<file path="config.mk">
export PLATFORM = sky130hd
export DESIGN_NAME = gss_datapath
export DESIGN_NICKNAME = d
export VERILOG_FILES = /design/src/hdl/gss_pkg.sv /design/src/hdl/gss_datapath.sv
export SDC_FILE = /design/constraint.sdc
export NUM_CORES = 2
export LEC_CHECK = 0
export BUFFER_PORTS_ARGS = -buffer_cell sky130_fd_sc_hd__buf_2
export CORE_AREA = 10 10 465 557
export DETAILED_ROUTE_END_ITERATION = 7
export DIE_AREA = 0 0 475 567
export MAX_ROUTING_LAYER = met4
export PLACE_DENSITY = 0.55
export RECOVER_POWER = 25
export SETUP_SLACK_MARGIN = 0.4
export SYNTH_ARGS = -nofsm -noshare
export SYNTH_HDL_FRONTEND = slang
export SYNTH_SLANG_ARGS = --single-unit
</file>
<file path="constraint.sdc">
create_clock -name clk -period 10.14 [get_ports clk]
set_input_delay 1.521 -clock clk [delete_from_list [all_inputs] [get_ports clk]]
set_output_delay 1.521 -clock clk [all_outputs]
set_load 0.02 [all_outputs]
</file>
<file path="src/hdl/gss_pkg.sv">
// Shared constants, types and tables of the grid skewness stencil.
`timescale 1ns / 1ps
package gss_pkg;

  localparam int MAX_POINTS = 256;
  localparam int COORD_W    = 32;
  localparam int COL_W      = $clog2(MAX_POINTS);
  localparam int SLOT_W     = 2;
  localparam int ROWS_KEPT  = 3;
  localparam int RAM_DEPTH  = ROWS_KEPT * MAX_POINTS;
  localparam int ADDR_W     = SLOT_W + COL_W;
  localparam int PT_W       = 2 * COORD_W;
  localparam int DIFF_W     = COORD_W + 1;
  localparam int PROD_W     = 2 * DIFF_W;
  localparam int ACC_W      = PROD_W + 2;
  localparam int NORM_TOP   = 29;
  localparam int XY_W       = NORM_TOP + 5;
  localparam int Z_W        = 24;
  localparam int SKEW_W     = 14;
  localparam int SIZE_W     = 9;
  localparam int ITER_W     = 4;

  localparam logic [SIZE_W-1:0] GRID_RESET = SIZE_W'(256);
  localparam logic [SIZE_W-1:0] GRID_MIN   = SIZE_W'(3);
  localparam logic [SIZE_W-1:0] GRID_MAX   = SIZE_W'(MAX_POINTS);
  localparam logic [SKEW_W-1:0] SKEW_MAX   = SKEW_W'(9000);

  // How a result's skew and flag are formed.
  typedef enum logic [1:0] {
    KIND_ZERO,
    KIND_DEGEN,
    KIND_ANGLE
  } gss_kind_t;

  typedef struct packed {
    logic                  ram_we;
    logic [ADDR_W-1:0]     ram_addr;
    logic                  load_a;
    logic                  load_p;
    logic                  load_s;
    logic                  mul_en;
    logic [1:0]            mul_sel;
    logic                  acc_en;
    logic [1:0]            acc_sel;
    logic                  norm_load;
    logic                  norm_en;
    logic                  cordic_init;
    logic                  cordic_en;
    logic [ITER_W-1:0]     cordic_i;
    logic                  out_load;
    gss_kind_t             out_kind;
    logic [COL_W-1:0]      out_row;
    logic [COL_W-1:0]      out_col;
    logic                  out_last;
  } gss_cmd_t;

  typedef struct packed {
    logic degen;
    logic norm_done;
  } gss_sts_t;

  // atan(2^-i) in centidegrees, scaled by 256.
  function automatic logic [Z_W-1:0] atan_step(input logic [ITER_W-1:0] i);
    logic [Z_W-1:0] v;
    unique case (i)
      4'd0:    v = Z_W'(1152000);
      4'd1:    v = Z_W'(680065);
      4'd2:    v = Z_W'(359328);
      4'd3:    v = Z_W'(182400);
      4'd4:    v = Z_W'(91554);
      4'd5:    v = Z_W'(45822);
      4'd6:    v = Z_W'(22916);
      4'd7:    v = Z_W'(11459);
      4'd8:    v = Z_W'(5730);
      4'd9:    v = Z_W'(2865);
      4'd10:   v = Z_W'(1432);
      4'd11:   v = Z_W'(716);
      4'd12:   v = Z_W'(358);
      4'd13:   v = Z_W'(179);
      4'd14:   v = Z_W'(90);
      default: v = Z_W'(45);
    endcase
    return v;
  endfunction

endpackage

</file>
<file path="src/hdl/gss_datapath.sv">
// Datapath: tangent differences, dot and cross products, normalizer, CORDIC, result register.
`timescale 1ns / 1ps
module gss_datapath import gss_pkg::*; (
  input  logic                  clk,
  input  gss_cmd_t              cmd,
  input  logic [PT_W-1:0]       rd_data,
  output gss_sts_t              sts,
  output logic [COL_W-1:0]      row,
  output logic [COL_W-1:0]      col,
  output logic [SKEW_W-1:0]     skew_centideg,
  output logic                  degenerate,
  output logic                  last
);
  logic signed [COORD_W-1:0] ax, ay, rx, ry;
  logic signed [DIFF_W-1:0]  xp, yp, xs, ys, op_a, op_b;
  logic signed [PROD_W-1:0]  prod;
  logic signed [ACC_W-1:0]   prod_ext, dot, crs;
  logic [ACC_W-1:0]          na, nb, nm;
  logic signed [XY_W-1:0]    cx, cy, dx, dy;
  logic signed [Z_W-1:0]     cz, zr;
  logic [SKEW_W-1:0]         angle;

  assign rx = signed'(rd_data[PT_W-1:COORD_W]);
  assign ry = signed'(rd_data[COORD_W-1:0]);

  // Operand choice: 0 xp*xs, 1 yp*ys, 2 xp*ys, 3 yp*xs.
  assign op_a = cmd.mul_sel[0] ? yp : xp;
  assign op_b = (cmd.mul_sel == 2'd1 || cmd.mul_sel == 2'd2) ? ys : xs;
  assign prod_ext = ACC_W'(prod);

  assign nm = na | nb;
  assign sts.norm_done = nm[NORM_TOP] && !(|nm[ACC_W-1:NORM_TOP+1]);
  assign sts.degen = (xp == '0 && yp == '0) || (xs == '0 && ys == '0);

  assign dx = cy >>> cmd.cordic_i;
  assign dy = cx >>> cmd.cordic_i;

  // Round to centidegrees and clamp between zero and the right angle.
  assign zr = cz + Z_W'(128);
  always_comb begin
    if (cz[Z_W-1]) begin
      angle = '0;
    end else if (zr[Z_W-1:8] > (Z_W-8)'(SKEW_MAX)) begin
      angle = SKEW_MAX;
    end else begin
      angle = SKEW_W'(zr[Z_W-1:8]);
    end
  end

  always_ff @(posedge clk) begin
    if (cmd.load_a) begin
      ax <= rx;
      ay <= ry;
    end
    if (cmd.load_p) begin
      xp <= DIFF_W'(ax) - DIFF_W'(rx);
      yp <= DIFF_W'(ay) - DIFF_W'(ry);
    end
    if (cmd.load_s) begin
      xs <= DIFF_W'(ax) - DIFF_W'(rx);
      ys <= DIFF_W'(ay) - DIFF_W'(ry);
    end
    if (cmd.mul_en) begin
      prod <= op_a * op_b;
    end
    if (cmd.acc_en) begin
      unique case (cmd.acc_sel)
        2'd0:    dot <= prod_ext;
        2'd1:    dot <= dot + prod_ext;
        2'd2:    crs <= prod_ext;
        default: crs <= crs - prod_ext;
      endcase
    end
    if (cmd.norm_load) begin
      na <= dot[ACC_W-1] ? ACC_W'(-dot) : ACC_W'(dot);
      nb <= crs[ACC_W-1] ? ACC_W'(-crs) : ACC_W'(crs);
    end else if (cmd.norm_en) begin
      if (|nm[ACC_W-1:NORM_TOP+1]) begin
        na <= na >> 1;
        nb <= nb >> 1;
      end else begin
        na <= na << 1;
        nb <= nb << 1;
      end
    end
    if (cmd.cordic_init) begin
      cx <= XY_W'(nb[NORM_TOP:0]);
      cy <= XY_W'(na[NORM_TOP:0]);
      cz <= '0;
    end else if (cmd.cordic_en) begin
      if (!cy[XY_W-1]) begin
        cx <= cx + dx;
        cy <= cy - dy;
        cz <= cz + signed'(atan_step(cmd.cordic_i));
      end else begin
        cx <= cx - dx;
        cy <= cy + dy;
        cz <= cz - signed'(atan_step(cmd.cordic_i));
      end
    end
    if (cmd.out_load) begin
      row  <= cmd.out_row;
      col  <= cmd.out_col;
      last <= cmd.out_last;
      unique case (cmd.out_kind)
        KIND_ANGLE: begin
          skew_centideg <= angle;
          degenerate    <= 1'b0;
        end
        KIND_DEGEN: begin
          skew_centideg <= '0;
          degenerate    <= 1'b1;
        end
        default: begin
          skew_centideg <= '0;
          degenerate    <= 1'b0;
        end
      endcase
    end
  end
endmodule

</file>
==> summary.txt <==
Status
  – Outcome: complete, but fails checks
  – Failing checks: max-capacitance violations, max-slew violations

Route
  – Drt total wl: 255.1 mm
  – Drt wl/cell: 19.70 um
  – First-pass detailed-route iteration total: 6
  – DR iter-0 viols: 3885
  – DRT antenna net count: 0
  – DRC viols: 0
  – Vias: 67000
  – Via/cell ratio: 5.174

STA
  – # setup viols final: 0
  – PnR worst setup slack: 0.5715 ns
  – Fin crit share: 94.36%
  – FMAX: 0.1045 GHz
  – RSZ-0062 raised after global routing: yes
  – Max Slew Vio Count: 317
  – Worst-Margin Slew: 3.708 ns
  – Fin. Hold Viols: 0
  – Tmin final: 9.568 ns
  – Clock Skew: 0.03665 ns
  – Slew headroom: -147.2%

Clocking
  – Htree depth: 3
  – Hold buffers post-CTS: 0
  – Clock Latency Late Sink: 0.74 ns
  – Total CTS buffers: 85
  – Clock slew at reported path FFs: 0.06 ns
  – Root Driver: clkbuf_16
  – CTS tree: yes
  – Clock buffer depth: 3
  – Clock sinks: 658

Global routing
  – Vias in the first global route: 70650
  – Global-route wire length before repair: 397.8 mm
  – Gr usage total: 19.14%
  – Pin count of the biggest net entering global routing: 105
  – Total gr overflow: 0
  – Initial antenna violation count: 11

Die
  – Die area: 0.2693 mm^2
  – Starting Density: 34.86%
  – Cell Rows: 200
  – Die W: 475 um
  – Core Region: 0.2472 mm^2
  – Top-level port count: 147
  – Die H: 567 um

Cells and area
  – Layout cell share with drive strength beyond 1: 10.66%
  – Most frequent cells in the layout: inv_1 (1343), fa_1 (1150), nand2_1 (1077)
  – Storage cell area: 0.01944 mm^2
  – Final #Nets: 11420
  – Commonest non-fill, non-tap cell in the layout: inv_1
  – Footprint of the multi-input gates: 0.06070 mm^2
  – FILL cells: 24720
  – Area Growth Syn to Fin: 12.81%

Worst setup path
  – Reg-to-Reg Start: xs[3]$_DFFE_PP_
  – Worst Setup End Kind: flop
  – Crit path kind: in2reg
  – CP delay by family, top: adder cells
  – CP bufs+invs: 13
  – Crit-path max FO: 6
  – R2R depth: 30
  – R2R Path End: prod[56]$_DFFE_PP_
  – Flop2flop setup slack: 1.64 ns
  – Crit path max-delay cell type: fa_1
  – CP arrival: 10.03 ns
  – Startpoint Class: input port
  – Req. time, crit path: 10.60 ns
  – Most Frequent Cell on Critical Path: fa_1
  – Slowest stage delay, CP: 0.55 ns

Job
  – Max_cap viols: 6

Logic synthesis
  – Synth Register Bits: 658
  – Sequential area share after synthesis: 22.55%
  – Leading area contributor after synthesis: fa_1
  – Post-synth top area share: 26.76%
  – Ys flop type: edfxtp_1
  – Synthesized area: 0.08620 mm^2
  – Post-synth ARST share: 0%
  – Top cells by area, synth: fa_1 (27%), edfxtp_1 (22%), ha_1 (7.5%), inv_1 (5.9%), nand2_1 (4.7%)
  – Post-synthesis net count: 11050
  – Synth Area per Inst: 9.299 um^2
  – Syn Inst Count: 9269
  – Post-synth EDFFs: 626
  – Yosys cell types: 83
  – Warning count from the yosys run: 0

Worst hold path
  – Worst hold path class: reg2reg
  – Min-Delay Path Depth: 2
  – Hold Path End: cz[0]$_SDFFE_PP0P_
  – HP Start: cz[0]$_SDFFE_PP0P_

Placed design
  – # port buffers: 135
  – DP Wirelength: 214.2 mm
  – Post-Place Worst Slack: -0.5783 ns
  – Routability congestion estimate: 0.9502
flip-flops by register name (all words and copies together), names as in the netlist, 8 cells and up:
| signal | count |
|---|---|
| ax | 32 |
| ay | 32 |
| col | 8 |
| crs | 68 |
| cx | 34 |
| cy | 34 |
| cz | 24 |
| dot | 68 |
| na | 68 |
| nb | 68 |
| prod | 66 |
| row | 8 |
| skew_centideg | 14 |
| xp | 33 |
| xs | 33 |
| yp | 33 |
| ys | 33 |
cell type report:
| class | count | share of cell area (%) |
|---|---|---|
| Antenna cell | 5 | 0.01287 |
| Clock buffer | 102 | 2.253 |
| Clock inverter | 57 | 0.6627 |
| Inverter | 1350 | 5.211 |
| Multi-Input combinational cell | 6860 | 62.42 |
| Sequential cell | 658 | 19.99 |
| Tap cell | 3232 | 4.159 |
| Timing Repair Buffer | 686 | 5.292 |
worst max path at each step:
stage / end / cells past startpoint / start
2_1_floorplan: prod[59]$_DFFE_PP_ / 31 / cmd[31]
4_1_cts: prod[61]$_DFFE_PP_ / 35 / cmd[32]
6_report: prod[61]$_DFFE_PP_ / 35 / cmd[31]
3_3_place_gp: prod[61]$_DFFE_PP_ / 33 / cmd[31]
5_1_grt: prod[59]$_DFFE_PP_ / 36 / cmd[31]
3_5_place_dp: prod[61]$_DFFE_PP_ / 35 / cmd[32]
worst min-delay path: cells and delay by family, from the launching register on:
kind / cells / cell delay, ns
DFF: 1 / 0.31
and+or+nand+nor: 1 / 0.08
AOI/OAI and AO/OA: 1 / 0.05
Yosys cell counts (35+ instances only):
cell type  count
or3_1         35
a21oi_1      505
o21a_1        40
o21ai_0      463
inv_1       1346
nor3_1        69
mux2i_1      204
nor2_1       959
nor4_1        72
fa_1        1152
and3_1        51
nand2_1     1078
nor2b_1       58
a21o_1       175
o31ai_1       71
edfxtp_1     626
a211oi_1      44
a31oi_1       57
nand4_1       56
buf_1         52
mux2_2        95
xnor2_1      312
mux4_2        60
ha_1         514
clkbuf_1     341
and2_1        35
nand3_1       97
xor2_1       232
nand2b_1      72
o21bai_1      36
cell families after synthesis:
kind of cell             count (synthesis)  synth area share (%)
XOR/XNOR                               544                 5.528
AND/OR/NAND/NOR                       2657                 13.25
multiplexers                           361                 5.204
AO/OA/AOI/OAI                         1632                 11.62
buffers and inverters                 1751                 7.637
flip-flops                             658                 22.55
adder cells (fa/ha/maj)               1666                 34.22
metal layers:
layer  up-vias  GRT usage, %  share of wire [%]
li1      31480             -                  -
met1     33350         23.05                 42
met2      1752         33.08                 49
met3       424         2.181                4.7
met4         0         6.708                4.0
met5         -             -                  0
through the flow:
step	TNS [ns]	cells	area, um^2	hold WS, ns	util [%]
after floorplan	0	9269	86450	0.4563	-
after global placement	-3.899	12780	94090	0.4685	38.06
after detailed placement	-4.170	12780	94090	0.4823	38.06
after CTS	0	12940	96930	0.4900	39.21
after global routing	0	12950	97240	0.5186	39.33
final	0	12950	97240	0.4869	39.33
timing repair:
action                                  in CTS  in global routing
hold endpoints to repair                     0                  0
resized for setup                            3                 44
pin swaps                                    0                 15
endpoints found under the setup margin       3                 14
buffers inserted                             0                  7
gates cloned                                 0                  3
Power is left out: the tool's default activity adds up to more than one toggle a clock period on the data nets, which glitch-free logic cannot reach.
