<file path="src/hdl/gss_pkg.sv">
// Shared constants, types and tables of the grid skewness stencil.
`timescale 1ns / 1ps
package gss_pkg;

  localparam int MAX_POINTS = 256;
  localparam int COORD_W    = 32;
  localparam int COL_W      = $clog2(MAX_POINTS);
  localparam int SLOT_W     = 2;
  localparam int ROWS_KEPT  = 3;
  localparam int RAM_DEPTH  = ROWS_KEPT * MAX_POINTS;
  localparam int ADDR_W     = SLOT_W + COL_W;
  localparam int PT_W       = 2 * COORD_W;
  localparam int DIFF_W     = COORD_W + 1;
  localparam int PROD_W     = 2 * DIFF_W;
  localparam int ACC_W      = PROD_W + 2;
  localparam int NORM_TOP   = 29;
  localparam int XY_W       = NORM_TOP + 5;
  localparam int Z_W        = 24;
  localparam int SKEW_W     = 14;
  localparam int SIZE_W     = 9;
  localparam int ITER_W     = 4;

  localparam logic [SIZE_W-1:0] GRID_RESET = SIZE_W'(256);
  localparam logic [SIZE_W-1:0] GRID_MIN   = SIZE_W'(3);
  localparam logic [SIZE_W-1:0] GRID_MAX   = SIZE_W'(MAX_POINTS);
  localparam logic [SKEW_W-1:0] SKEW_MAX   = SKEW_W'(9000);

  // How a result's skew and flag are formed.
  typedef enum logic [1:0] {
    KIND_ZERO,
    KIND_DEGEN,
    KIND_ANGLE
  } gss_kind_t;

  typedef struct packed {
    logic                  ram_we;
    logic [ADDR_W-1:0]     ram_addr;
    logic                  load_a;
    logic                  load_p;
    logic                  load_s;
    logic                  mul_en;
    logic [1:0]            mul_sel;
    logic                  acc_en;
    logic [1:0]            acc_sel;
    logic                  norm_load;
    logic                  norm_en;
    logic                  cordic_init;
    logic                  cordic_en;
    logic [ITER_W-1:0]     cordic_i;
    logic                  out_load;
    gss_kind_t             out_kind;
    logic [COL_W-1:0]      out_row;
    logic [COL_W-1:0]      out_col;
    logic                  out_last;
  } gss_cmd_t;

  typedef struct packed {
    logic degen;
    logic norm_done;
  } gss_sts_t;

  // atan(2^-i) in centidegrees, scaled by 256.
  function automatic logic [Z_W-1:0] atan_step(input logic [ITER_W-1:0] i);
    logic [Z_W-1:0] v;
    unique case (i)
      4'd0:    v = Z_W'(1152000);
      4'd1:    v = Z_W'(680065);
      4'd2:    v = Z_W'(359328);
      4'd3:    v = Z_W'(182400);
      4'd4:    v = Z_W'(91554);
      4'd5:    v = Z_W'(45822);
      4'd6:    v = Z_W'(22916);
      4'd7:    v = Z_W'(11459);
      4'd8:    v = Z_W'(5730);
      4'd9:    v = Z_W'(2865);
      4'd10:   v = Z_W'(1432);
      4'd11:   v = Z_W'(716);
      4'd12:   v = Z_W'(358);
      4'd13:   v = Z_W'(179);
      4'd14:   v = Z_W'(90);
      default: v = Z_W'(45);
    endcase
    return v;
  endfunction

endpackage

</file>
<file path="src/hdl/gss_ctrl.sv">
// Controller: grid counters, result scheduling and the per-result sequence.
`timescale 1ns / 1ps
module gss_ctrl import gss_pkg::*; (
  input  logic               clk,
  input  logic               rst,
  input  logic               in_valid,
  output logic               in_ready,
  input  logic               cfg_valid,
  input  logic [SIZE_W-1:0]  cfg_data,
  output logic               cfg_ready,
  output logic               out_valid,
  input  logic               out_ready,
  input  gss_sts_t           sts,
  output gss_cmd_t           cmd
);
  typedef enum logic [3:0] {
    ST_IDLE, ST_SEL, ST_JOB, ST_RA, ST_RB, ST_RC, ST_RD, ST_DF,
    ST_CHK, ST_MUL, ST_NLD, ST_NRM, ST_CRD, ST_FIN, ST_OUT
  } state_t;

  state_t              state;
  logic [SIZE_W-1:0]   g_reg, ge, ge_m1, r9, c9, c_inc, r_inc;
  logic [COL_W-1:0]    row_cnt, col_cnt, r_eff, c_eff, in_r, in_c;
  logic [COL_W-1:0]    job_row, job_col;
  logic [SLOT_W-1:0]   slot_cnt, slot_eff, s_cur, s_prv, s_pv2;
  logic [SLOT_W-1:0]   job_rs, job_pa, job_pb;
  logic [2:0]          jobs, job_bit;
  logic [ITER_W-1:0]   cnt;
  logic                wrap, accept, job_edge;

  assign ge    = (g_reg < GRID_MIN) ? GRID_MIN : ((g_reg > GRID_MAX) ? GRID_MAX : g_reg);
  assign ge_m1 = ge - SIZE_W'(1);
  assign wrap  = ({1'b0, row_cnt} >= ge) || ({1'b0, col_cnt} >= ge);
  assign r_eff = wrap ? '0 : row_cnt;
  assign c_eff = wrap ? '0 : col_cnt;
  assign slot_eff = wrap ? '0 : slot_cnt;
  assign r9    = {1'b0, r_eff};
  assign c9    = {1'b0, c_eff};
  assign c_inc = c9 + SIZE_W'(1);
  assign r_inc = r9 + SIZE_W'(1);

  assign cfg_ready = (state == ST_IDLE);
  assign in_ready  = (state == ST_IDLE) && !cfg_valid;
  assign accept    = in_valid && in_ready;
  assign out_valid = (state == ST_OUT);
  assign job_edge  = (job_col == '0) || ({1'b0, job_col} >= ge_m1);

  always_comb begin
    cmd          = '0;
    cmd.out_row  = job_row;
    cmd.out_col  = job_col;
    cmd.out_last = ((jobs & ~job_bit) == 3'b000);
    cmd.cordic_i = cnt;
    cmd.out_kind = KIND_ZERO;
    unique case (state)
      ST_IDLE: begin
        cmd.ram_we   = accept;
        cmd.ram_addr = {slot_eff, c_eff};
      end
      ST_JOB: begin
        cmd.out_load = job_edge;
      end
      ST_RA: cmd.ram_addr = {job_rs, job_col + COL_W'(1)};
      ST_RB: begin
        cmd.ram_addr = {job_rs, job_col - COL_W'(1)};
        cmd.load_a   = 1'b1;
      end
      ST_RC: begin
        cmd.ram_addr = {job_pa, job_col};
        cmd.load_p   = 1'b1;
      end
      ST_RD: begin
        cmd.ram_addr = {job_pb, job_col};
        cmd.load_a   = 1'b1;
      end
      ST_DF: cmd.load_s = 1'b1;
      ST_CHK: begin
        cmd.out_load = sts.degen;
        cmd.out_kind = KIND_DEGEN;
      end
      ST_MUL: begin
        cmd.mul_en  = (cnt < ITER_W'(4));
        cmd.mul_sel = cnt[1:0];
        cmd.acc_en  = (cnt != '0);
        cmd.acc_sel = 2'(cnt - ITER_W'(1));
      end
      ST_NLD: cmd.norm_load = 1'b1;
      ST_NRM: begin
        cmd.norm_en     = !sts.norm_done;
        cmd.cordic_init = sts.norm_done;
      end
      ST_CRD: cmd.cordic_en = 1'b1;
      ST_FIN: begin
        cmd.out_load = 1'b1;
        cmd.out_kind = KIND_ANGLE;
      end
      default: ;
    endcase
  end

  always_ff @(posedge clk) begin
    if (rst) begin
      state    <= ST_IDLE;
      g_reg    <= GRID_RESET;
      row_cnt  <= '0;
      col_cnt  <= '0;
      slot_cnt <= '0;
      jobs     <= '0;
      job_bit  <= '0;
      cnt      <= '0;
    end else begin
      unique case (state)
        ST_IDLE: begin
          if (cfg_valid) begin
            g_reg    <= cfg_data;
            row_cnt  <= '0;
            col_cnt  <= '0;
            slot_cnt <= '0;
          end else if (accept) begin
            in_r  <= r_eff;
            in_c  <= c_eff;
            s_cur <= slot_eff;
            s_prv <= (slot_eff == 2'd0) ? 2'd2 : slot_eff - 2'd1;
            s_pv2 <= (slot_eff == 2'd0) ? 2'd1 : ((slot_eff == 2'd1) ? 2'd2 : 2'd0);
            jobs  <= {(r9 == ge_m1) && (c9 == ge_m1),
                      (r9 == ge_m1) && (c_eff != '0),
                      (r_eff != '0)};
            if (c_inc >= ge) begin
              col_cnt <= '0;
              if (r_inc >= ge) begin
                row_cnt  <= '0;
                slot_cnt <= '0;
              end else begin
                row_cnt  <= r_inc[COL_W-1:0];
                slot_cnt <= (slot_eff == 2'd2) ? 2'd0 : slot_eff + 2'd1;
              end
            end else begin
              row_cnt  <= r_eff;
              col_cnt  <= c_inc[COL_W-1:0];
              slot_cnt <= slot_eff;
            end
            state <= ST_SEL;
          end
        end
        ST_SEL: begin
          priority if (jobs[0]) begin
            job_bit <= 3'b001;
            job_row <= in_r - COL_W'(1);
            job_col <= in_c;
            job_rs  <= s_prv;
            job_pa  <= s_cur;
            job_pb  <= (in_r == COL_W'(1)) ? s_prv : s_pv2;
            state   <= ST_JOB;
          end else if (jobs[1]) begin
            job_bit <= 3'b010;
            job_row <= in_r;
            job_col <= in_c - COL_W'(1);
            job_rs  <= s_cur;
            job_pa  <= s_cur;
            job_pb  <= s_prv;
            state   <= ST_JOB;
          end else if (jobs[2]) begin
            job_bit <= 3'b100;
            job_row <= in_r;
            job_col <= in_c;
            state   <= ST_JOB;
          end else begin
            state <= ST_IDLE;
          end
        end
        ST_JOB: state <= job_edge ? ST_OUT : ST_RA;
        ST_RA:  state <= ST_RB;
        ST_RB:  state <= ST_RC;
        ST_RC:  state <= ST_RD;
        ST_RD:  state <= ST_DF;
        ST_DF:  state <= ST_CHK;
        ST_CHK: begin
          cnt   <= '0;
          state <= sts.degen ? ST_OUT : ST_MUL;
        end
        ST_MUL: begin
          cnt <= cnt + ITER_W'(1);
          if (cnt == ITER_W'(4)) begin
            state <= ST_NLD;
          end
        end
        ST_NLD: state <= ST_NRM;
        ST_NRM: begin
          if (sts.norm_done) begin
            cnt   <= '0;
            state <= ST_CRD;
          end
        end
        ST_CRD: begin
          cnt <= cnt + ITER_W'(1);
          if (cnt == '1) begin
            state <= ST_FIN;
          end
        end
        ST_FIN: state <= ST_OUT;
        ST_OUT: begin
          if (out_ready) begin
            jobs  <= jobs & ~job_bit;
            state <= ((jobs & ~job_bit) == 3'b000) ? ST_IDLE : ST_SEL;
          end
        end
        default: state <= ST_IDLE;
      endcase
    end
  end
endmodule

</file>
<file path="config.mk">
export PLATFORM = sky130hd
export DESIGN_NAME = gss_ctrl
export DESIGN_NICKNAME = d
export VERILOG_FILES = /design/src/hdl/gss_pkg.sv /design/src/hdl/gss_ctrl.sv
export SDC_FILE = /design/constraint.sdc
export NUM_CORES = 1
export LEC_CHECK = 0
export ABC_AREA = 1
export BUFFER_PORTS_ARGS = -buffer_cell sky130_fd_sc_hd__buf_4
export CORE_UTILIZATION = 55
export DETAILED_ROUTE_END_ITERATION = 8
export GPL_TIMING_DRIVEN = 0
export PLACE_DENSITY = 0.75
export SLEW_MARGIN = 40
export SYNTH_ARGS = -nofsm -noshare
export SYNTH_HDL_FRONTEND = slang
export SYNTH_SLANG_ARGS = --single-unit
</file>
<file path="constraint.sdc">
create_clock -name clk -period 4.8 [get_ports clk]
set_input_delay 0.72 -clock clk [delete_from_list [all_inputs] [get_ports clk]]
set_output_delay 0.72 -clock clk [all_outputs]
set_load 0.005 [all_outputs]
</file>
==> results of run 1 <==
[worst max-delay path: stages (launching register included)]
cell	delay (ns)
dfxtp_1	0.32
buf_6	0.15
inv_4	0.06
buf_6	0.15
nand3_4	0.12
nor2_4	0.05
a21oi_2	0.34
ha_1	0.32
nand2_1	0.13
xor2_2	0.33
ha_1	0.33
a21oi_1	0.16
o211ai_1	0.10
nand2_1	0.07
nand2_1	0.04
nand2_1	0.05
nand2_1	0.05
o21ai_1	0.23
nand2_1	0.10
nand2_1	0.12
nand2_1	0.06
buf_4	0.13
[cell families after synthesis]
family | Yosys count
AOI/OAI and AO/OA | 131
xor gates and xnor gates | 23
adders and majority gates | 60
buffers and inverters | 144
DFF | 85
muxes | 1
and+or+nand+nor | 425
[synth_stat cells (all sizes together)]
cell	n
or2	4
nor2	122
o211ai	8
a21oi	63
nand3	41
a21boi	2
buf	4
nor4	5
nand4	18
o221ai	1
o31ai	3
o21bai	1
a22oi	3
o311ai	1
fa	1
a31oi	2
o2111ai	3
clkbuf	6
nor3	12
xnor2	5
o21ai	38
o22ai	1
a21o	2
nor3b	3
nand3b	2
nand2	218
edfxtp	44
xor2	18
mux2	1
clkinv	1
dfxtp	41
inv	133
ha	59
a211oi	3
[power groups by stage]
stage / Combinational, uW / Clock (uW) / Sequential, uW
after global routing: 529 / 676 / 799
after global placement: 407 / 0 / 811
after detailed placement: 414 / 0 / 812
after CTS: 427 / 650 / 796
final: 480 / 646 / 797
after floorplan: 294 / 0 / 808
[area by class of cell]
class,count,area [um^2]
timing repair buffer,74,563
fill,1002,3480
inverter,134,508
tap,140,175
buffer,10,63.8
sequential,85,2140
clock buffer,12,236
multi-input combinational,640,3830
clock inverter,4,33.8
[stage by stage]
stage	utilization, %	hold slack, ns	power, uW
after floorplan	-	0.427	1100
after global placement	63.6	0.436	1220
after detailed placement	63.8	0.444	1230
after CTS	66.7	0.458	1870
after global routing	68.4	0.466	2000
final	68.4	0.461	1920
[layer usage]
layer,routed length [um],track usage (%),vias up
met3,1040,3.85,31
met1,7660,40.7,2769
met2,7870,47.8,192
met4,378,10.2,0
li1,-,-,3041
met5,0,0,-
[what timing repair did]
action | CTS | global route
cloned | 0 | 0
pin swaps | 2 | 8
resized for setup | 12 | 34
endpoints found under the setup margin | 19 | 19
setup buffers | 1 | 6
[worst max-delay path by stage]
stage / slack (ns) / to / start / cells past startpoint
global placement: -0.64 / row_cnt[7]$_SDFFE_PP0P_ / g_reg[8]$_SDFFE_PP1P_ / 29
CTS: 0.006 / row_cnt[3]$_SDFFE_PP0P_ / g_reg[6]$_SDFFE_PP0P_ / 30
floorplan: 0.45 / row_cnt[5]$_SDFFE_PP0P_ / g_reg[4]$_SDFFE_PP0P_ / 31
detailed placement: -0.68 / row_cnt[5]$_SDFFE_PP0P_ / g_reg[8]$_SDFFE_PP1P_ / 29
global route: -0.05 / row_cnt[6]$_SDFFE_PP0P_ / g_reg[0]$_SDFFE_PP0P_ / 32
finish: 0.29 / cmd[19] / g_reg[8]$_SDFFE_PP1P_ / 21
==> results.md, run 1 <==
- Max reg flops: 9
- Commonest non-fill, non-tap cell in the layout: nand2_1
- TritonRoute pass-1 iters: 5
- Synth Area in Adders: 12.0%
- #FFs+latches synth: 85
- Hold EP: job_pa[1]$_DFFE_PP_
- Routed WL: 16.9 mm
- Setup slack at placement: -0.679 ns
- Buffers on Ports: 66
- VDD IR-drop max: between 0.00015 and 0.0002 V
- Top cell type's share of synthesized area: 20.8%
- Syn avg cell area: 7.30 um^2
- Ant. Diodes: 0
- Clock tree buffer depth: 2
- CP arrival: 3.79 ns
- Floorplan core area: 0.0110 mm^2
- Gate power share: 25.0%
- Largest cells by area after synthesis: edfxtp_1 21%, dfxtp_1 13%, nand2_1 13%, ha_1 12%, inv_1 7.3%
- First-pass GRT wire length: 27.0 mm
- Worst slew pin tran: ~0.86 ns
- Internal Pwr Total: 1310 uW
- Largest family of logic cells by synthesized area: simple AND/OR/NAND/NOR gates
- Slew HR: 42.4%
- Post-Syn Nets: 945
- RR Endpoint: row_cnt[6]$_SDFFE_PP0P_
- Clk slew on worst S/H paths: ~0.070 ns
- CTS tree: built
- Clock share of power: between 30% and 40%
- Setup slack, reg-to-reg: 0.32 ns
- Via Count: ~6000
- Final setup violation count: 0
- Pwr dens: 255 mW/mm^2
- Switching part of the total: 32.0%
- GRT Total Usage: 29.6%
- Fraction of layout cells with a size suffix above 1: 17.3%
- # Max-Cap Violations: 0
- Synth Instances: 869
- Clk_lat worst skew: between 0.3 and 0.4 ns
- Dpl cells: 1076
- Final period util: approximately 94%
- Vias/cell: 5.49
- # DRC: 0
- Tmin final: 4.51 ns
- RR Startpoint: g_reg[8]$_SDFFE_PP1P_
- Layout Nets: 1030
- Initial antenna violation count: 0
- Sequential share of the synthesized area: 33.8%
- Die Y: 109 um
- Worst Setup End Kind: primary output
- Fmax: about 220 MHz
- Synth cell types: 49
- NetSw: 615 uW
- Sink Count: 85
- Mapped cell area: 0.00634 mm^2
- Worst setup margin: 0.293 ns
- Root Driver: clkbuf_16
- Avg WL per Cell: 15.4 um
- Setup TNS: 0 ns
- Die width: 109 um
- Post-DRT Antenna Nets: 0
- Layout area overhead: 19.0%
- 1st-iter DRT viols: 460
- Final hold vios: 0
- CP Max Fanout: 11
- Hold crit path type: register to register
- Syn. warnings: 0
- Clock skew: 0.0109 ns
- Final instance area: between 0.007 and 0.008 mm^2
- Worst r2r path cells: 28
- Non-Filler Instances: ~1100
- Post-synthesis mux area share: 0.178%
- Largest net degree at the start of global routing: 22
- Synth area leader: edfxtp_1
- Req. time, crit path: 4.08 ns
- Dpl cell area: roughly 0.0070 mm^2
- Detailed Place HPWL: 13.3 mm
- I/O pin cnt: 67
- Overflow after GRT: 0
- Synth Area in XOR/XNOR: under 10%
- Simple-Gate Fraction of Synth Area: 29.9%
- Synth Area in Compound Gates: 12.1%
- Min-Delay Path Depth: 0
- Status: finished, final reports clean
- Crit path kind: register to primary output
- Initial Util: 57.5%
- LEAKAGE: around 0.0036 uW
- Critical Path Source Type: register
- Hold path startpoint: s_cur[1]$_DFFE_PP_
- Most frequent cells in the layout: 208 x nand2_1, 118 x inv_1, 98 x nor2_1
- Row cnt: 38
- Slew Limit Fails: 0
- Vias in the first global route: 5453
- H-tree Lvls: 3
- Post-CTS Hold Buffers: 0
- Num CTS Buffers: 9
- Flop pwr share: 41.4%
- Full die area: 0.0120 mm^2
- GP Congestion: between 0.9 and 1
No activity file was read; power rests on OpenSTA's default activity.
==> run 2: changes to the inputs <==
--- a/config.mk
+++ b/config.mk
@@ -7,10 +7,11 @@
 export LEC_CHECK = 0
 export ABC_AREA = 1
 export BUFFER_PORTS_ARGS = -buffer_cell sky130_fd_sc_hd__buf_4
+export CAP_MARGIN = 20
 export CORE_UTILIZATION = 55
 export DETAILED_ROUTE_END_ITERATION = 8
 export GPL_TIMING_DRIVEN = 0
-export PLACE_DENSITY = 0.75
+export PLACE_DENSITY = 0.77
 export SLEW_MARGIN = 40
 export SYNTH_ARGS = -nofsm -noshare
 export SYNTH_HDL_FRONTEND = slang
==> run 2 against run 1 <==
  * Worst setup slack got worse by 0.10 ns
  * Combinational power rose by 2%
  * First-iteration DRC count rose by 7.6%
  * Critical endpoint is now row_cnt[6]$_SDFFE_PP0P_
  * Largest power group unchanged
  * Highest routed layer unchanged
==> results.md, run 2 (same netlist as run 1, synthesis figures left out) <==
- Status: finished, final reports clean
- Clock tree buffer depth: 2
- Via Count: slightly above 6000
- I/O pin cnt: 67
- Num CTS Buffers: 9
- Clock skew: 0.00841 ns
- Cell mode on critical path: nor2_4
- Min-Delay Path Depth: 2
- Routed WL: ~17 mm
- Full die area: 0.0120 mm^2
- Avg WL per Cell: 15.8 um
- CP arrival: just under 5 ns
- Layout area overhead: 20.2%
- # DRC: 0
- Pwr Total: approximately 2000 uW
- Slew Limit Fails: 0
- Buffers on Ports: 66
- Overflow after GRT: 0
- Setup slack, reg-to-reg: 0.19 ns
- Most frequent cells in the layout: 207 x nand2_1, 120 x inv_1, 98 x nor2_1
- Die width: 109 um
- Fmax: ~220 MHz
- Worst slew pin tran: 0.814 ns
- H-tree Lvls: 3
- Setup slack at placement: -0.699 ns
- Clk_lat worst skew: 0.34 ns
- Clock share of power: 34.1%
- # Max-Cap Violations: 0
- First-pass GRT wire length: between 20 and 30 mm
- Largest net degree at the start of global routing: 23
- Worst setup margin: between 0.15 and 0.2 ns
- GP Congestion: 0.936
- Clk slew on worst S/H paths: around 0.07 ns
- Floorplan core area: 0.0110 mm^2
- Internal Pwr Total: 1330 uW
- Fraction of layout cells with a size suffix above 1: 18.0%
- Gate power share: 25.1%
- CP Max Fanout: 11
- Slowest cell on crit path: dfxtp_1
- Largest stage delay, worst path: between 0.3 and 0.4 ns
- Post-CTS Hold Buffers: 0
- Switching part of the total: 32.1%
- Final setup violation count: 0
- Flop pwr share: 40.8%
- Final core utilization: 69.1%
- Tmin final: ~4.6 ns
- Final period util: 96.0%
- NetSw: 627 uW
- Crit path kind: register to register
- Root Driver: clkbuf_16
- Layout Nets: 1031
- Initial Util: 57.5%
- GRT Total Usage: 29.7%
- Ant. Diodes: 0
- Critical Path Source Type: register
- Vias in the first global route: 5424
- CTS tree: built
- Final hold vios: 0
- Worst r2r path cells: 29
- Initial antenna violation count: 0
- Hold crit path type: register to register
- Vias/cell: 5.52
- Worst Setup End Kind: register
- Pwr dens: 256 mW/mm^2
- Post-DRT Antenna Nets: 0
- Die Y: 109 um
- 1st-iter DRT viols: between 400 and 500
- Max reg flops: 9
- Sink Count: 85
- Commonest non-fill, non-tap cell in the layout: nand2_1
- TritonRoute pass-1 iters: 5
- Non-Filler Instances: 1100
- Row cnt: 38
- Slew HR: between 40% and 50%
- VDD IR-drop max: 0.000159 V
- Dpl cells: ~1100
- Detailed Place HPWL: 13.3 mm
- Req. time, crit path: between 5 and 6 ns
- LEAKAGE: approximately 0.0037 uW
## run 2: cell count changes in the layout (fill, tap and decap cells not counted), moves of 2 or more
cell	previous run	this run
clkbuf_1	9	6
nand3_1	38	35
nand3_2	2	5
clkinv_2	0	2
clkinv_4	1	3
dfxtp_1	41	39
dfxtp_2	0	2
inv_1	118	120
inv_6	2	0
## run 2: what timing repair did
| action | 4_1_cts | 5_1_grt |
|---|---|---|
| resized for setup | 14 | 38 |
| pin swaps | 3 | 17 |
| setup buffers | 1 | 7 |
| setup endpoints to repair | 19 | 19 |
## run 2: area by class of cell
| type | count | area [um^2] |
|---|---|---|
| inverter | 134 | 505 |
| multi-input combinational | 640 | 3860 |
| timing repair buffer | 75 | 583 |
| clock buffer | 10 | 239 |
| sequential | 85 | 2140 |
| tap | 140 | 175 |
| clock inverter | 6 | 47.5 |
| fill | 918 | 3410 |
| buffer | 10 | 67.6 |
## run 2: path summary, 6_finish.rpt
path                                start                 endpoint
hold reg to reg   job_bit[0]$_SDFFE_PP0P_  job_bit[0]$_SDFFE_PP0P_
setup reg to reg    g_reg[8]$_SDFFE_PP1P_  row_cnt[6]$_SDFFE_PP0P_
setup / recovery    g_reg[8]$_SDFFE_PP1P_  row_cnt[6]$_SDFFE_PP0P_
hold / removal    job_bit[0]$_SDFFE_PP0P_  job_bit[0]$_SDFFE_PP0P_
## run 2: layer usage
layer	wire length, um	share of wire, %	up-vias	global-route usage, %
met5	0	0	-	0
met4	307	1.8	0	9.81
met3	1090	6.3	31	4.45
met2	8380	48	215	48.6
met1	7570	44	2798	40.3
li1	-	-	3033	-
## run 2: through the flow
stage | cell area [um^2] | setup TNS, ns | hold slack (ns)
CTS | 7390 | 0 | 0.463
global placement | 7010 | -6.00 | 0.436
global route | 7620 | -0.471 | 0.476
detailed placement | 7050 | -7.02 | 0.446
finish | 7620 | 0 | 0.471
floorplan | 6340 | 0 | 0.427
## run 2: power groups by stage
| stage | logic [uW] | registers, uW | clock network, uW |
|---|---|---|---|
| 5_1_grt | 535 | 799 | 699 |
| 6_report | 489 | 798 | 666 |
| 4_1_cts | 429 | 795 | 668 |
| 3_5_place_dp | 413 | 811 | 0 |
| 3_3_place_gp | 403 | 811 | 0 |
| 2_1_floorplan | 294 | 808 | 0 |
## run 2: critical path, delay by kind of cell (launching register included)
kind	cells	cell delay [ns]
AO/OA/AOI/OAI	5	0.88
flip-flops	1	0.31
AND/OR/NAND/NOR	17	2.02
buffers and inverters	4	0.55
adder cells (fa/ha/maj)	3	0.75
==> run 3: changes to the inputs <==
--- a/config.mk
+++ b/config.mk
@@ -9,6 +9,7 @@
 export BUFFER_PORTS_ARGS = -buffer_cell sky130_fd_sc_hd__buf_4
 export CAP_MARGIN = 20
 export CORE_UTILIZATION = 55
+export CTS_CLUSTER_SIZE = 40
 export DETAILED_ROUTE_END_ITERATION = 8
 export GPL_TIMING_DRIVEN = 0
 export PLACE_DENSITY = 0.77
==> constraint.sdc (replaced) <==
create_clock -name clk -period 5.3 [get_ports clk]
set_input_delay 0.795 -clock clk [delete_from_list [all_inputs] [get_ports clk]]
set_output_delay 0.795 -clock clk [all_outputs]
set_load 0.005 [all_outputs]
==> run 3 against run 2 <==
  * First-iteration DRC count increased by 8.3%
  * Largest cell class unchanged
  * Die area unchanged
  * Critical endpoint is now cmd[19]
  * Worst hold slack got worse by 0.00051 ns
  * Via count decreased by 0.64%
  * Sequential share of layout area increased by 0.80 points
  * Non-clock buffer count decreased by 7
  * Sequential cell count unchanged
  * Highest routed layer unchanged
  * Global-route usage decreased by 0.051 points
==> results.md, run 3 (same netlist as run 1, synthesis figures left out) <==
- CP arrival: 4.12 ns
- Initial antenna violation count: 0
- Vias/cell: about 5.5
- Hold crit path type: register to register
- CTS tree: built
- Layout Nets: about 1000
- Ant. Diodes: 0
- Clock tree buffer depth: 2
- Detailed Place HPWL: 13.3 mm
- Root Driver: clkbuf_16
- Gate power share: between 20% and 30%
- Cell mode on critical path: nand2_1
- Layout area overhead: 16.7%
- Req. time, crit path: 4.51 ns
- Clock skew: around 0.008 ns
- Full die area: between 0.01 and 0.015 mm^2
- Num CTS Buffers: 9
- Crit path kind: register to primary output
- Pwr Total: 1720 uW
- Final hold vios: 0
- Overflow after GRT: 0
- Worst path cell trace: buf_6, inv_4, buf_6, nand3_1, nor2_1, a21oi_2, ha_1, nand2_1, xor2_1, ha_1, a21oi_1, o211ai_1, nand2_1, nand2_1, nand2_1, nand2_1, o21ai_0, nand2_1, nand2_1, nand2_1, buf_4
- Final setup violation count: 0
- Largest stage delay, worst path: just under 0.5 ns
- CP Max Fanout: 11
- Slew HR: 44.6%
- I/O pin cnt: 67
- Fraction of layout cells with a size suffix above 1: 14.8%
- Post-DRT Antenna Nets: 0
- # DRC: 0
- Post-CTS Hold Buffers: 0
- Clock share of power: a little over a third
- Sink Count: 85
- LEAKAGE: 0.00363 uW
- NetSw: 547 uW
- Floorplan core area: 0.0110 mm^2
- GP Congestion: around 0.94
- First-pass GRT wire length: 27.0 mm
- 1st-iter DRT viols: 536
- Commonest non-fill, non-tap cell in the layout: nand2_1
- Filler cells: roughly 950
- Internal Pwr Total: approximately 1200 uW
- Pwr dens: 233 mW/mm^2
- Most frequent cells in the layout: 212 x nand2_1, 122 x inv_1, 103 x nor2_1
- Slew Limit Fails: 0
- Clk slew on worst S/H paths: 0.06 ns
- GRT Total Usage: 29.7%
- Routed WL: 17.0 mm
- Die Y: 109 um
- Final Hold Slack: ~0.47 ns
- VDD IR-drop max: 0.000144 V
- H-tree Lvls: 3
- Initial Util: 57.5%
- Die width: 109 um
- Critical Path Source Type: register
- Worst slew pin tran: 0.826 ns
- Clk_lat worst skew: about 0.34 ns
- Final period util: 92.7%
- Flop pwr share: 41.9%
- RSZ-0062 raised after global routing: no
- Worst Setup End Kind: primary output
- Largest net degree at the start of global routing: 23
- Status: finished, final reports clean
- Avg WL per Cell: about 16 um
- Vias in the first global route: 5397
- Max reg flops: 9
- Via Count: 6038
- Tmin final: 4.92 ns
- TritonRoute pass-1 iters: 5
- Fmax: 203 MHz
- Row cnt: 38
- Slowest cell on crit path: xor2_1
- Switching part of the total: a little under a third
- # Max-Cap Violations: 0
- Buffers on Ports: 66
run 3: changes by cell type in the layout (fill, tap and decap cells not counted), sizes merged:
| cell | before | now |
|---|---|---|
| buf | 79 | 71 |
| clkbuf | 16 | 17 |
run 3: per-layer routing:
layer  part of all wire (%)  wire length, um  GRT usage, %  vias to the layer above
li1                       -                -             -                     3019
met1                     45             7640          40.4                     2787
met2                     47             8090          48.5                      203
met3                    5.8              982          4.45                       29
met4                    1.8              314          9.43                        0
met5                      0                0             0                        -
run 3: power groups by stage:
stage / logic [uW] / clock network (uW) / registers (uW)
after detailed placement: 374 / 0 / 735
after floorplan: 266 / 0 / 732
after global placement: 365 / 0 / 735
final: 397 / 604 / 721
after global routing: 437 / 635 / 723
after CTS: 380 / 605 / 720
run 3: final timing paths:
| path | startpoint | to | slack (ns) | depth (start not counted) |
|---|---|---|---|---|
| worst max register to register | g_reg[8]$_SDFFE_PP1P_ | row_cnt[7]$_SDFFE_PP0P_ | 0.43 | 30 |
| worst min register to register | job_bit[1]$_SDFFE_PP0P_ | job_bit[1]$_SDFFE_PP0P_ | 0.47 | 2 |
| worst max-delay path | g_reg[8]$_SDFFE_PP1P_ | cmd[19] | 0.38 | 21 |
| worst min-delay path | job_bit[1]$_SDFFE_PP0P_ | job_bit[1]$_SDFFE_PP0P_ | 0.47 | 2 |
run 3: layout make-up:
| type | count | area, um^2 | share of cell area [%] |
|---|---|---|---|
| clock buffer | 10 | 239 | 3.23 |
| inverter | 134 | 505 | 6.83 |
| multi-input combinational | 640 | 3700 | 50.0 |
| timing repair buffer | 68 | 531 | 7.17 |
| tap | 140 | 175 | 2.37 |
| clock inverter | 6 | 47.5 | 0.642 |
| buffer | 10 | 63.8 | 0.862 |
| sequential | 85 | 2140 | 28.9 |
run 3: stage by stage:
step           setup slack, ns  TNS, ns  cells  util, %  instance area [um^2]
2_1_floorplan            0.947        0    869        -                  6340
4_1_cts                 0.0204        0   1092     66.6                  7350
6_report                 0.385        0   1093     67.1                  7400
5_1_grt                0.00150        0   1093     67.1                  7400
3_3_place_gp            -0.167   -0.649   1075     63.6                  7010
3_5_place_dp            -0.199    -1.10   1076     63.9                  7050
run 3: what timing repair did:
action                                  in CTS  in global routing
cloned                                       0                  0
endpoints found under the setup margin       9                 18
resized for setup                            2                 12
setup buffers                                0                  1
pin swaps                                    0                  2
run 3: worst max-delay path: cells and delay by family (launching register included):
| kind | cells | cell delay (ns) |
|---|---|---|
| compound gates | 4 | 0.91 |
| simple gates | 10 | 0.87 |
| fa+ha+maj | 2 | 0.68 |
| xor+xnor | 1 | 0.49 |
| buf+inv | 4 | 0.48 |
| flops | 1 | 0.33 |
